<file path="src/rtl/core/mdc_pkg.sv">
`timescale 1ns / 1ps
package mdc_pkg;

	localparam int SIZE_W    = 3;
	localparam int OUT_W     = 64;
	localparam int FRAC_BITS = 8;
	localparam int OUT_FRAC  = 16;
	localparam int NUM_M2    = 6;
	localparam int NUM_M3    = 4;
	localparam int MIDX_W    = 3;

	typedef enum logic [1:0] {OP_NOP, OP_LDA, OP_MAC} op_t;
	typedef enum logic [1:0] {SRC_A, SRC_M2, SRC_M3, SRC_ONE} src_t;
	typedef enum logic [1:0] {DST_M2, DST_M3, DST_FINAL} dst_t;

	typedef struct packed {
		op_t               op;
		src_t              src;
		logic [MIDX_W-1:0] midx;
		logic              neg;
		logic              last;
		dst_t              dst;
		logic [MIDX_W-1:0] didx;
	} uop_t;

	typedef struct packed {
		logic [1:0] a;
		logic [1:0] b;
	} pair_t;

	typedef struct packed {
		logic [1:0] a;
		logic [1:0] b;
		logic [1:0] c;
	} trio_t;

	function automatic pair_t pair_cols(input logic [2:0] p);
		pair_t r;
		case (p)
			3'd0: r = '{a: 2'd0, b: 2'd1};
			3'd1: r = '{a: 2'd0, b: 2'd2};
			3'd2: r = '{a: 2'd0, b: 2'd3};
			3'd3: r = '{a: 2'd1, b: 2'd2};
			3'd4: r = '{a: 2'd1, b: 2'd3};
			default: r = '{a: 2'd2, b: 2'd3};
		endcase
		return r;
	endfunction

	function automatic logic [2:0] pair_idx(input logic [1:0] a, input logic [1:0] b);
		logic [2:0] r;
		case ({a, b})
			4'b0001: r = 3'd0;
			4'b0010: r = 3'd1;
			4'b0011: r = 3'd2;
			4'b0110: r = 3'd3;
			4'b0111: r = 3'd4;
			4'b1011: r = 3'd5;
			default: r = 3'd0;
		endcase
		return r;
	endfunction

	function automatic trio_t other_cols(input logic [1:0] j);
		trio_t r;
		case (j)
			2'd0: r = '{a: 2'd1, b: 2'd2, c: 2'd3};
			2'd1: r = '{a: 2'd0, b: 2'd2, c: 2'd3};
			2'd2: r = '{a: 2'd0, b: 2'd1, c: 2'd3};
			default: r = '{a: 2'd0, b: 2'd1, c: 2'd2};
		endcase
		return r;
	endfunction

	function automatic logic [3:0] elem_addr(input logic [1:0] r, input logic [1:0] c,
			input logic [2:0] n);
		logic [4:0] t;
		t = 5'(r) * 5'(n) + 5'(c);
		return t[3:0];
	endfunction

endpackage

</file>
<file path="src/rtl/core/matrix_determinant_cofactor.sv">
`timescale 1ns / 1ps
// Determinant of a square matrix of signed Q8.8 elements by cofactor expansion
// along the first row, result in signed Q47.16 with saturation flag.
// Input: drive element_value with start high; the item is taken at a rising
// edge where start is high and busy is low. Elements come in row-major order.
// Output: determinant, saturated and size_error are valid for the single
// cycle in which done is high; the receiver cannot stall, so it must take them.
// Configuration: cfg_we with cfg_wdata sets matrix_size and restarts the
// matrix; write only while the block is idle.
// Elements load back to back while busy is low. After the last element the
// sequencer streams reads from the two-port element memory into one multiply-
// accumulate unit, one operation per cycle except in the gap states between
// levels; the final sum then passes the read-data, product, result and output
// registers. busy stays high from the last element until the result is loaded,
// so a new matrix starts in the cycle done is high. A size of zero answers
// each item in the next cycle with size_error set and determinant zero.
// Reset clears the element count and sets matrix_size to one; the element
// memory is not cleared and needs no clearing pass.
module matrix_determinant_cofactor import mdc_pkg::*; #(
	parameter int MAX_ORDER  = 4,
	parameter int ELEM_WIDTH = 16
) (
	input  logic                    clk,
	input  logic                    arst_n,
	input  logic                    start,
	output logic                    busy,
	input  logic signed [15:0]      element_value,
	input  logic                    cfg_we,
	input  logic [SIZE_W-1:0]       cfg_wdata,
	output logic signed [OUT_W-1:0] determinant,
	output logic                    saturated,
	output logic                    size_error,
	output logic                    done
);

	localparam int DEPTH = MAX_ORDER * MAX_ORDER;
	localparam int SAW   = (DEPTH > 1) ? $clog2(DEPTH) : 1;
	localparam int CW    = $clog2(DEPTH + 1);

	logic [SIZE_W-1:0] size_q;
	logic [CW-1:0]     count_q;
	logic              busy_q;

	logic [SIZE_W-1:0] n_c;
	logic [5:0]        nsq;
	logic [CW-1:0]     nn;
	logic [CW-1:0]     cnt_eff;
	logic [CW-1:0]     cnt_inc;
	logic              accept;
	logic              size_zero;
	logic              store_we;
	logic              last_elem;
	logic              err_req;
	logic [SAW-1:0]    raddr;
	logic [ELEM_WIDTH-1:0] rdata;
	uop_t              uop;
	logic              seq_active;
	logic              dp_fin;

	assign n_c       = (size_q > SIZE_W'(MAX_ORDER)) ? SIZE_W'(MAX_ORDER) : size_q;
	assign nsq       = 6'(n_c) * 6'(n_c);
	assign nn        = nsq[CW-1:0];
	assign accept    = start && !busy_q;
	assign size_zero = (size_q == '0);
	assign cnt_eff   = (count_q >= nn) ? '0 : count_q;
	assign cnt_inc   = cnt_eff + 1'b1;
	assign store_we  = accept && !size_zero;
	assign last_elem = store_we && (cnt_inc == nn);
	assign err_req   = accept && size_zero;

	always_ff @(posedge clk or negedge arst_n) begin
		if (!arst_n) begin
			size_q  <= SIZE_W'(1);
			count_q <= '0;
			busy_q  <= 1'b0;
		end else begin
			if (cfg_we) begin
				size_q  <= cfg_wdata;
				count_q <= '0;
			end else if (store_we) begin
				count_q <= last_elem ? '0 : cnt_inc;
			end
			if (last_elem) begin
				busy_q <= 1'b1;
			end else if (dp_fin) begin
				busy_q <= 1'b0;
			end
		end
	end

	mdc_store #(
		.DEPTH(DEPTH),
		.SAW  (SAW),
		.EW   (ELEM_WIDTH)
	) u_store (
		.clk  (clk),
		.we   (store_we),
		.waddr(cnt_eff[SAW-1:0]),
		.wdata(element_value[ELEM_WIDTH-1:0]),
		.raddr(raddr),
		.rdata(rdata)
	);

	mdc_seq #(
		.SAW(SAW)
	) u_seq (
		.clk   (clk),
		.arst_n(arst_n),
		.go    (last_elem),
		.n     (n_c),
		.uop   (uop),
		.raddr (raddr),
		.active(seq_active)
	);

	mdc_dp #(
		.EW(ELEM_WIDTH)
	) u_dp (
		.clk        (clk),
		.arst_n     (arst_n),
		.uop        (uop),
		.rdata      (rdata),
		.n          (n_c),
		.err_req    (err_req),
		.fin        (dp_fin),
		.determinant(determinant),
		.saturated  (saturated),
		.size_error (size_error),
		.done       (done)
	);

	assign busy = busy_q;

	a_done_source: assert property (@(posedge clk) disable iff (!arst_n)
		done |-> $past(err_req || dp_fin))
		else $error("result strobe without a finished item");

	a_no_load_in_compute: assert property (@(posedge clk) disable iff (!arst_n)
		seq_active |-> !store_we)
		else $error("element write during expansion");

	a_error_result: assert property (@(posedge clk) disable iff (!arst_n)
		(done && size_error) |-> (determinant == '0 && !saturated))
		else $error("size error result not zero");

endmodule

</file>
<file path="src/rtl/core/mdc_store.sv">
`timescale 1ns / 1ps
module mdc_store #(
	parameter int DEPTH = 16,
	parameter int SAW   = 4,
	parameter int EW    = 16
) (
	input  logic           clk,
	input  logic           we,
	input  logic [SAW-1:0] waddr,
	input  logic [EW-1:0]  wdata,
	input  logic [SAW-1:0] raddr,
	output logic [EW-1:0]  rdata
);

	logic [EW-1:0] mem [DEPTH];
	logic [EW-1:0] rdata_q;

	always_ff @(posedge clk) begin
		if (we) begin
			mem[waddr] <= wdata;
		end
		rdata_q <= mem[raddr];
	end

	assign rdata = rdata_q;

endmodule

</file>
<file path="src/rtl/core/mdc_seq.sv">
`timescale 1ns / 1ps
module mdc_seq import mdc_pkg::*; #(
	parameter int SAW = 4
) (
	input  logic              clk,
	input  logic              arst_n,
	input  logic              go,
	input  logic [SIZE_W-1:0] n,
	output uop_t              uop,
	output logic [SAW-1:0]    raddr,
	output logic              active
);

	typedef enum logic [2:0] {ST_IDLE, ST_ONE, ST_L2, ST_GAP2, ST_L3, ST_GAP3, ST_L4} state_t;

	state_t     state_q;
	logic [2:0] grp_q;
	logic [1:0] sub_q;

	pair_t      pc;
	trio_t      oc;
	logic [1:0] r2;
	logic [1:0] r3;
	logic [3:0] full_addr;

	always_comb begin
		pc = pair_cols(grp_q);
		oc = other_cols(grp_q[1:0]);
		r2 = 2'(n - 3'd2);
		r3 = 2'(n - 3'd3);
		full_addr = '0;
		uop = '{op: OP_NOP, src: SRC_A, midx: '0, neg: 1'b0, last: 1'b0, dst: DST_M2,
			didx: '0};
		case (state_q)
			ST_ONE: begin
				uop.op   = OP_MAC;
				uop.src  = SRC_ONE;
				uop.last = 1'b1;
				uop.dst  = DST_FINAL;
			end
			ST_L2: begin
				case (sub_q)
					2'd0: begin
						uop.op    = OP_LDA;
						full_addr = elem_addr(r2, pc.a, n);
					end
					2'd1: begin
						uop.op    = OP_MAC;
						full_addr = elem_addr(r2 + 2'd1, pc.b, n);
					end
					2'd2: begin
						uop.op    = OP_LDA;
						full_addr = elem_addr(r2 + 2'd1, pc.a, n);
					end
					default: begin
						uop.op    = OP_MAC;
						uop.neg   = 1'b1;
						uop.last  = 1'b1;
						uop.dst   = (n == 3'd2) ? DST_FINAL : DST_M2;
						uop.didx  = grp_q;
						full_addr = elem_addr(r2, pc.b, n);
					end
				endcase
			end
			ST_L3: begin
				uop.op  = OP_MAC;
				uop.src = SRC_M2;
				case (sub_q)
					2'd0: begin
						uop.midx  = pair_idx(oc.b, oc.c);
						full_addr = elem_addr(r3, oc.a, n);
					end
					2'd1: begin
						uop.neg   = 1'b1;
						uop.midx  = pair_idx(oc.a, oc.c);
						full_addr = elem_addr(r3, oc.b, n);
					end
					default: begin
						uop.midx  = pair_idx(oc.a, oc.b);
						uop.last  = 1'b1;
						uop.dst   = (n == 3'd3) ? DST_FINAL : DST_M3;
						uop.didx  = grp_q;
						full_addr = elem_addr(r3, oc.c, n);
					end
				endcase
			end
			ST_L4: begin
				uop.op    = OP_MAC;
				uop.src   = SRC_M3;
				uop.midx  = grp_q;
				uop.neg   = grp_q[0];
				uop.last  = (grp_q == 3'd3);
				uop.dst   = DST_FINAL;
				full_addr = elem_addr(2'd0, grp_q[1:0], n);
			end
			default: begin
			end
		endcase
	end

	assign raddr  = full_addr[SAW-1:0];
	assign active = (state_q != ST_IDLE);

	always_ff @(posedge clk or negedge arst_n) begin
		if (!arst_n) begin
			state_q <= ST_IDLE;
			grp_q   <= '0;
			sub_q   <= '0;
		end else begin
			case (state_q)
				ST_IDLE: begin
					if (go) begin
						grp_q   <= '0;
						sub_q   <= '0;
						state_q <= (n == 3'd1) ? ST_ONE : ST_L2;
					end
				end
				ST_ONE: begin
					state_q <= ST_IDLE;
				end
				ST_L2: begin
					if (sub_q == 2'd3) begin
						sub_q <= '0;
						if (n == 3'd2) begin
							state_q <= ST_IDLE;
						end else if ((n == 3'd3 && grp_q == 3'd3) ||
								(n != 3'd3 && grp_q == 3'd5)) begin
							state_q <= ST_GAP2;
						end else if (n == 3'd3 && grp_q == 3'd1) begin
							grp_q <= 3'd3;
						end else begin
							grp_q <= grp_q + 3'd1;
						end
					end else begin
						sub_q <= sub_q + 2'd1;
					end
				end
				ST_GAP2: begin
					grp_q   <= (n == 3'd3) ? 3'd3 : 3'd0;
					sub_q   <= '0;
					state_q <= ST_L3;
				end
				ST_L3: begin
					if (sub_q == 2'd2) begin
						sub_q <= '0;
						if (n == 3'd3) begin
							state_q <= ST_IDLE;
						end else if (grp_q == 3'd3) begin
							state_q <= ST_GAP3;
						end else begin
							grp_q <= grp_q + 3'd1;
						end
					end else begin
						sub_q <= sub_q + 2'd1;
					end
				end
				ST_GAP3: begin
					grp_q   <= '0;
					state_q <= ST_L4;
				end
				ST_L4: begin
					if (grp_q == 3'd3) begin
						state_q <= ST_IDLE;
					end else begin
						grp_q <= grp_q + 3'd1;
					end
				end
				default: begin
					state_q <= ST_IDLE;
				end
			endcase
		end
	end

endmodule

</file>
<file path="src/rtl/core/mdc_dp.sv">
`timescale 1ns / 1ps
module mdc_dp import mdc_pkg::*; #(
	parameter int EW = 16
) (
	input  logic                    clk,
	input  logic                    arst_n,
	input  uop_t                    uop,
	input  logic [EW-1:0]           rdata,
	input  logic [SIZE_W-1:0]       n,
	input  logic                    err_req,
	output logic                    fin,
	output logic signed [OUT_W-1:0] determinant,
	output logic                    saturated,
	output logic                    size_error,
	output logic                    done
);

	localparam int W2 = 2 * EW + 1;
	localparam int W3 = 3 * EW + 3;
	localparam int PW = EW + W3;
	localparam int AW = 4 * EW + 4;
	localparam int XW = AW + OUT_FRAC - FRAC_BITS;
	localparam int SW = (XW > OUT_W + 1) ? XW : OUT_W + 1;

	uop_t                 uop_s1;
	uop_t                 uop_s2;
	logic signed [EW-1:0] opa_q;
	logic signed [W2-1:0] m2_q [NUM_M2];
	logic signed [W3-1:0] m3_q [NUM_M3];
	logic signed [W3-1:0] opnd;
	logic signed [EW-1:0] d;
	logic signed [PW-1:0] prod_c;
	logic signed [PW-1:0] prod_s2;
	logic signed [AW-1:0] acc_q;
	logic signed [AW-1:0] acc_next;
	logic signed [AW-1:0] prod_ext;
	logic signed [AW-1:0] raw_s3;
	logic                 fin_s3;
	logic signed [SW-1:0] ext;
	logic signed [SW-1:0] sh;
	logic                 fits;
	logic signed [OUT_W-1:0] det_q;
	logic                 sat_q;
	logic                 err_q;
	logic                 done_q;

	assign d = rdata;

	always_comb begin
		case (uop_s1.src)
			SRC_A:   opnd = W3'(opa_q);
			SRC_M2:  opnd = W3'(m2_q[uop_s1.midx]);
			SRC_M3:  opnd = m3_q[uop_s1.midx[1:0]];
			default: opnd = W3'(1);
		endcase
	end

	assign prod_c   = d * opnd;
	assign prod_ext = AW'(prod_s2);
	assign acc_next = uop_s2.neg ? acc_q - prod_ext : acc_q + prod_ext;

	always_ff @(posedge clk or negedge arst_n) begin
		if (!arst_n) begin
			uop_s1 <= '{op: OP_NOP, src: SRC_A, midx: '0, neg: 1'b0, last: 1'b0,
				dst: DST_M2, didx: '0};
			uop_s2 <= '{op: OP_NOP, src: SRC_A, midx: '0, neg: 1'b0, last: 1'b0,
				dst: DST_M2, didx: '0};
			acc_q  <= '0;
			fin_s3 <= 1'b0;
			done_q <= 1'b0;
		end else begin
			uop_s1 <= uop;
			uop_s2 <= uop_s1;
			fin_s3 <= (uop_s2.op == OP_MAC) && uop_s2.last && (uop_s2.dst == DST_FINAL);
			if (uop_s2.op == OP_MAC) begin
				acc_q <= uop_s2.last ? '0 : acc_next;
			end
			done_q <= fin_s3 || err_req;
		end
	end

	always_ff @(posedge clk) begin
		if (uop_s1.op == OP_LDA) begin
			opa_q <= d;
		end
		prod_s2 <= prod_c;
		if (uop_s2.op == OP_MAC && uop_s2.last) begin
			case (uop_s2.dst)
				DST_M2:  m2_q[uop_s2.didx] <= acc_next[W2-1:0];
				DST_M3:  m3_q[uop_s2.didx[1:0]] <= acc_next[W3-1:0];
				default: raw_s3 <= acc_next;
			endcase
		end
	end

	always_comb begin
		ext = SW'(raw_s3);
		case (n)
			3'd1:    sh = ext <<< (OUT_FRAC - FRAC_BITS);
			3'd3:    sh = ext >>> (3 * FRAC_BITS - OUT_FRAC);
			3'd4:    sh = ext >>> (4 * FRAC_BITS - OUT_FRAC);
			default: sh = ext;
		endcase
		fits = (sh[SW-1:OUT_W-1] == {(SW - OUT_W + 1){sh[OUT_W-1]}});
	end

	always_ff @(posedge clk) begin
		if (err_req) begin
			det_q <= '0;
			sat_q <= 1'b0;
			err_q <= 1'b1;
		end else if (fin_s3) begin
			if (fits) begin
				det_q <= sh[OUT_W-1:0];
			end else begin
				det_q <= sh[SW-1] ? {1'b1, {(OUT_W - 1){1'b0}}} : {1'b0, {(OUT_W - 1){1'b1}}};
			end
			sat_q <= !fits;
			err_q <= 1'b0;
		end
	end

	assign fin         = fin_s3;
	assign determinant = det_q;
	assign saturated   = sat_q;
	assign size_error  = err_q;
	assign done        = done_q;

endmodule

</file>
<file path="config.mk">
export PLATFORM = sky130hd
export DESIGN_NAME = matrix_determinant_cofactor
export DESIGN_NICKNAME = d
export VERILOG_FILES = /design/src/rtl/core/mdc_pkg.sv /design/src/rtl/core/matrix_determinant_cofactor.sv /design/src/rtl/core/mdc_store.sv /design/src/rtl/core/mdc_seq.sv /design/src/rtl/core/mdc_dp.sv
export SDC_FILE = /design/constraint.sdc
export NUM_CORES = 2
export LEC_CHECK = 0
export BUFFER_PORTS_ARGS = -buffer_cell sky130_fd_sc_hd__buf_4
export CAP_MARGIN = 30
export CELL_PAD_IN_SITES_DETAIL_PLACEMENT = 0
export CELL_PAD_IN_SITES_GLOBAL_PLACEMENT = 1
export CORE_MARGIN = 8
export CORE_UTILIZATION = 30
export DETAILED_ROUTE_END_ITERATION = 10
export GPL_ROUTABILITY_DRIVEN = 0
export PLACE_DENSITY = 0.54
export SETUP_SLACK_MARGIN = 0.5
export SLEW_MARGIN = 20
export SYNTH_ARGS = -nofsm -noshare
export SYNTH_HDL_FRONTEND = slang
export SYNTH_HIERARCHICAL = 1
export SYNTH_SLANG_ARGS = --single-unit
</file>
<file path="constraint.sdc">
create_clock -name clk -period 17.8 [get_ports clk]
set_input_delay 0.89 -clock clk [delete_from_list [all_inputs] [get_ports clk]]
set_output_delay 0.89 -clock clk [all_outputs]
set_load 0.05 [all_outputs]
</file>
==> results.md <==
- Status: completed
- Layout Cells excl Fill: 9871
- WL final: roughly 220000 um
- Starting density of the core: between 30% and 40%
- DRC viols: 0
- Crit path largest cell delay: between 0.8 and 0.9 ns
- Clock sinks: between 1000 and 1500
- Critical path capture point type: register
- Relative slew slack: 31.20%
- RSZ-0062 raised after global routing: no
- TritonCTS clock tree: built
- CP Class: reg2reg
- Syn Nets: 7642
- CTS H-tree depth: 3
- Worst Tran Pin Value: just over 1 ns
- DP HPWL: approximately 160000 um
- Hold_buf cts: 0
- Total CTS buffers: approximately 100
- Initial antenna violation count: 5
- Skew-Pair Late Insertion Delay: 0.72 ns
- Area grow syn2layout: 11.37%
- Antenna-violating nets left: 0
- Crit path time final: just over 10 ns
- Critical Path Start: u_dp/uop_s1[7]$_DFF_PN0_
- Vias: about 50000
- First-pass DRT Iterations: 5
- Storage cell area: ~28000 um2
- Hold slack: 0.2761 ns
- Final Hold Viols: 0
- DR iter-0 viols: about 3200
- Worst path required time: about 18 ns
- Crit path max-delay cell type: nor4_1
- GRT overflow: 0
- Largest net degree at the start of global routing: 88
- Die Area: 259400 um2
- PostCTS Resize Cnt: 0
- Max-Cap Viols: 0
- Die width: 509.3 um
- Vias in the first global route: ~52000
- CP startpoint kind: register
- Placed cell count: roughly 9700
- Cell mode on critical path: fa_1
- Routed length per instance: about 23 um
- Setup Skew: between 0.02 and 0.03 ns
- IO buf count: 90
- Avg Cell Area, Syn: 11.04 um2
- Worst-path maximum fanout: 34
- Critical Path AT: roughly 11 ns
- Clock root buffer: clkbuf_16
- Post-Synthesis Cells: approximately 6600
- Postcts setup bufs: 0
- Area occupied by multi-input gates: between 40000 and 50000 um2
- Worst hold path class: in2async
- Ratio of cells with drive above 1 in the final layout: around a tenth
- Via density: 4.945
- Post-synthesis cell area: approximately 73000 um2
- Rows: between 150 and 200
- Leak pwr: approximately 33 nW
- Die Height: between 500 and 600 um
- VDD IR-drop max: approximately 0.000081 V
- I/O pin cnt: between 90 and 100
- Core area: approximately 240000 um2
- Slew Limit Fails: 0
- Global-route wire length before repair: about 340000 um
- Yosys warns: 6
- Pwr dens: 61.07 nW/um2
- Fin nets: ~7600
- Clk slew on worst S/H paths: roughly 0.060 ns
- Max Freq: 0.09654 GHz
- Longest Clk Path Bufs: 3
- Overall global routing resource usage: 17.12%
- Reg2Reg Launch Point: u_dp/uop_s1[7]$_DFF_PN0_
- Crit share post-route: between 50% and 60%
- Setup TNS: 0 ns
- Final setup violation count: 0
- Number of fill cells: between 20000 and 25000
[path summary, 6_finish.rpt]
check                                             endpoint  slack (ns)  depth (start not counted)
worst max-delay path              u_dp/prod_s2[66]$_DFF_P_        7.44                         30
worst min-delay path            u_dp/acc_q[57]$_DFFE_PN0N_        0.28                          1
worst max register to register    u_dp/prod_s2[66]$_DFF_P_        7.44                         30
worst min register to register    u_dp/uop_s2[0]$_DFF_PN0_        0.35                          0
max in group asynchronous       u_dp/acc_q[16]$_DFFE_PN0N_       16.34                          2
min in group clk                  u_dp/uop_s2[0]$_DFF_PN0_        0.35                          0
[placed cells by master, fill, tap and decap left out, drive strengths merged, types with 141 or more instances in the layout]
| cell | count |
|---|---|
| a21oi | 389 |
| and2 | 410 |
| buf | 246 |
| clkbuf | 141 |
| dfxtp | 149 |
| edfxtp | 742 |
| fa | 756 |
| ha | 250 |
| inv | 949 |
| mux4 | 148 |
| nand2 | 614 |
| nor2 | 365 |
| o21ai | 141 |
| xnor2 | 155 |
[cell type report]
type	instances	area share [%]
Clock inverter	51	0.9325
Multi-Input combinational cell	4288	49.41
Sequential cell	1001	34.50
Tap cell	3202	4.927
Inverter	941	4.344
Antenna cell	1	0.003078
Timing Repair Buffer	246	2.416
Clock buffer	141	3.472
[critical path: cells and delay by family, from the launching register on]
kind / cells / cell delay, ns
AO/OA/AOI/OAI: 9 / 2.06
multiplexers: 1 / 0.59
AND/OR/NAND/NOR: 6 / 1.71
buffers and inverters: 7 / 1.84
adder cells (fa/ha/maj): 7 / 3.36
flip-flops: 1 / 0.71
[stage by stage]
stage	power [mW]	utilization (%)	setup slack [ns]	area [um2]
after floorplan	2.645	-	9.770	73010
after global placement	2.698	31.94	7.359	77480
after detailed placement	2.700	32.03	7.421	77680
after CTS	5.026	33.50	7.380	81260
after global routing	5.124	33.52	6.918	81310
final	4.966	33.52	7.442	81310
[routing by layer]
layer  share of wire [%]  up-vias  track usage [%]  wire length (um)
li1                    -    22180                -                 -
met1                  45    25520            23.33            100400
met2                  50      898            30.03            112100
met3                 3.3      207            1.673              7349
met4                 1.6        0            2.850              3539
met5                   0        -                0                 0
[registers in the layout (all words and copies together), names as in the netlist, 16 cells and up]
| name | cells |
|---|---|
| u_dp/raw_s3 | 68 |
| u_dp/m2_q | 198 |
| u_store/rdata | 16 |
| u_dp/m3_q | 204 |
| u_dp/determinant | 64 |
| u_dp/opa_q | 16 |
| u_dp/prod_s2 | 67 |
| u_store/mem | 256 |
| u_dp/acc_q | 68 |
[power breakdown]
group          switching, mW  internal (mW)
clock                  0.953           1.36
sequential          0.000753           2.49
combinational          0.109         0.0539
total                   1.06           3.90
Note: power is estimated with default switching activity, not from simulation.
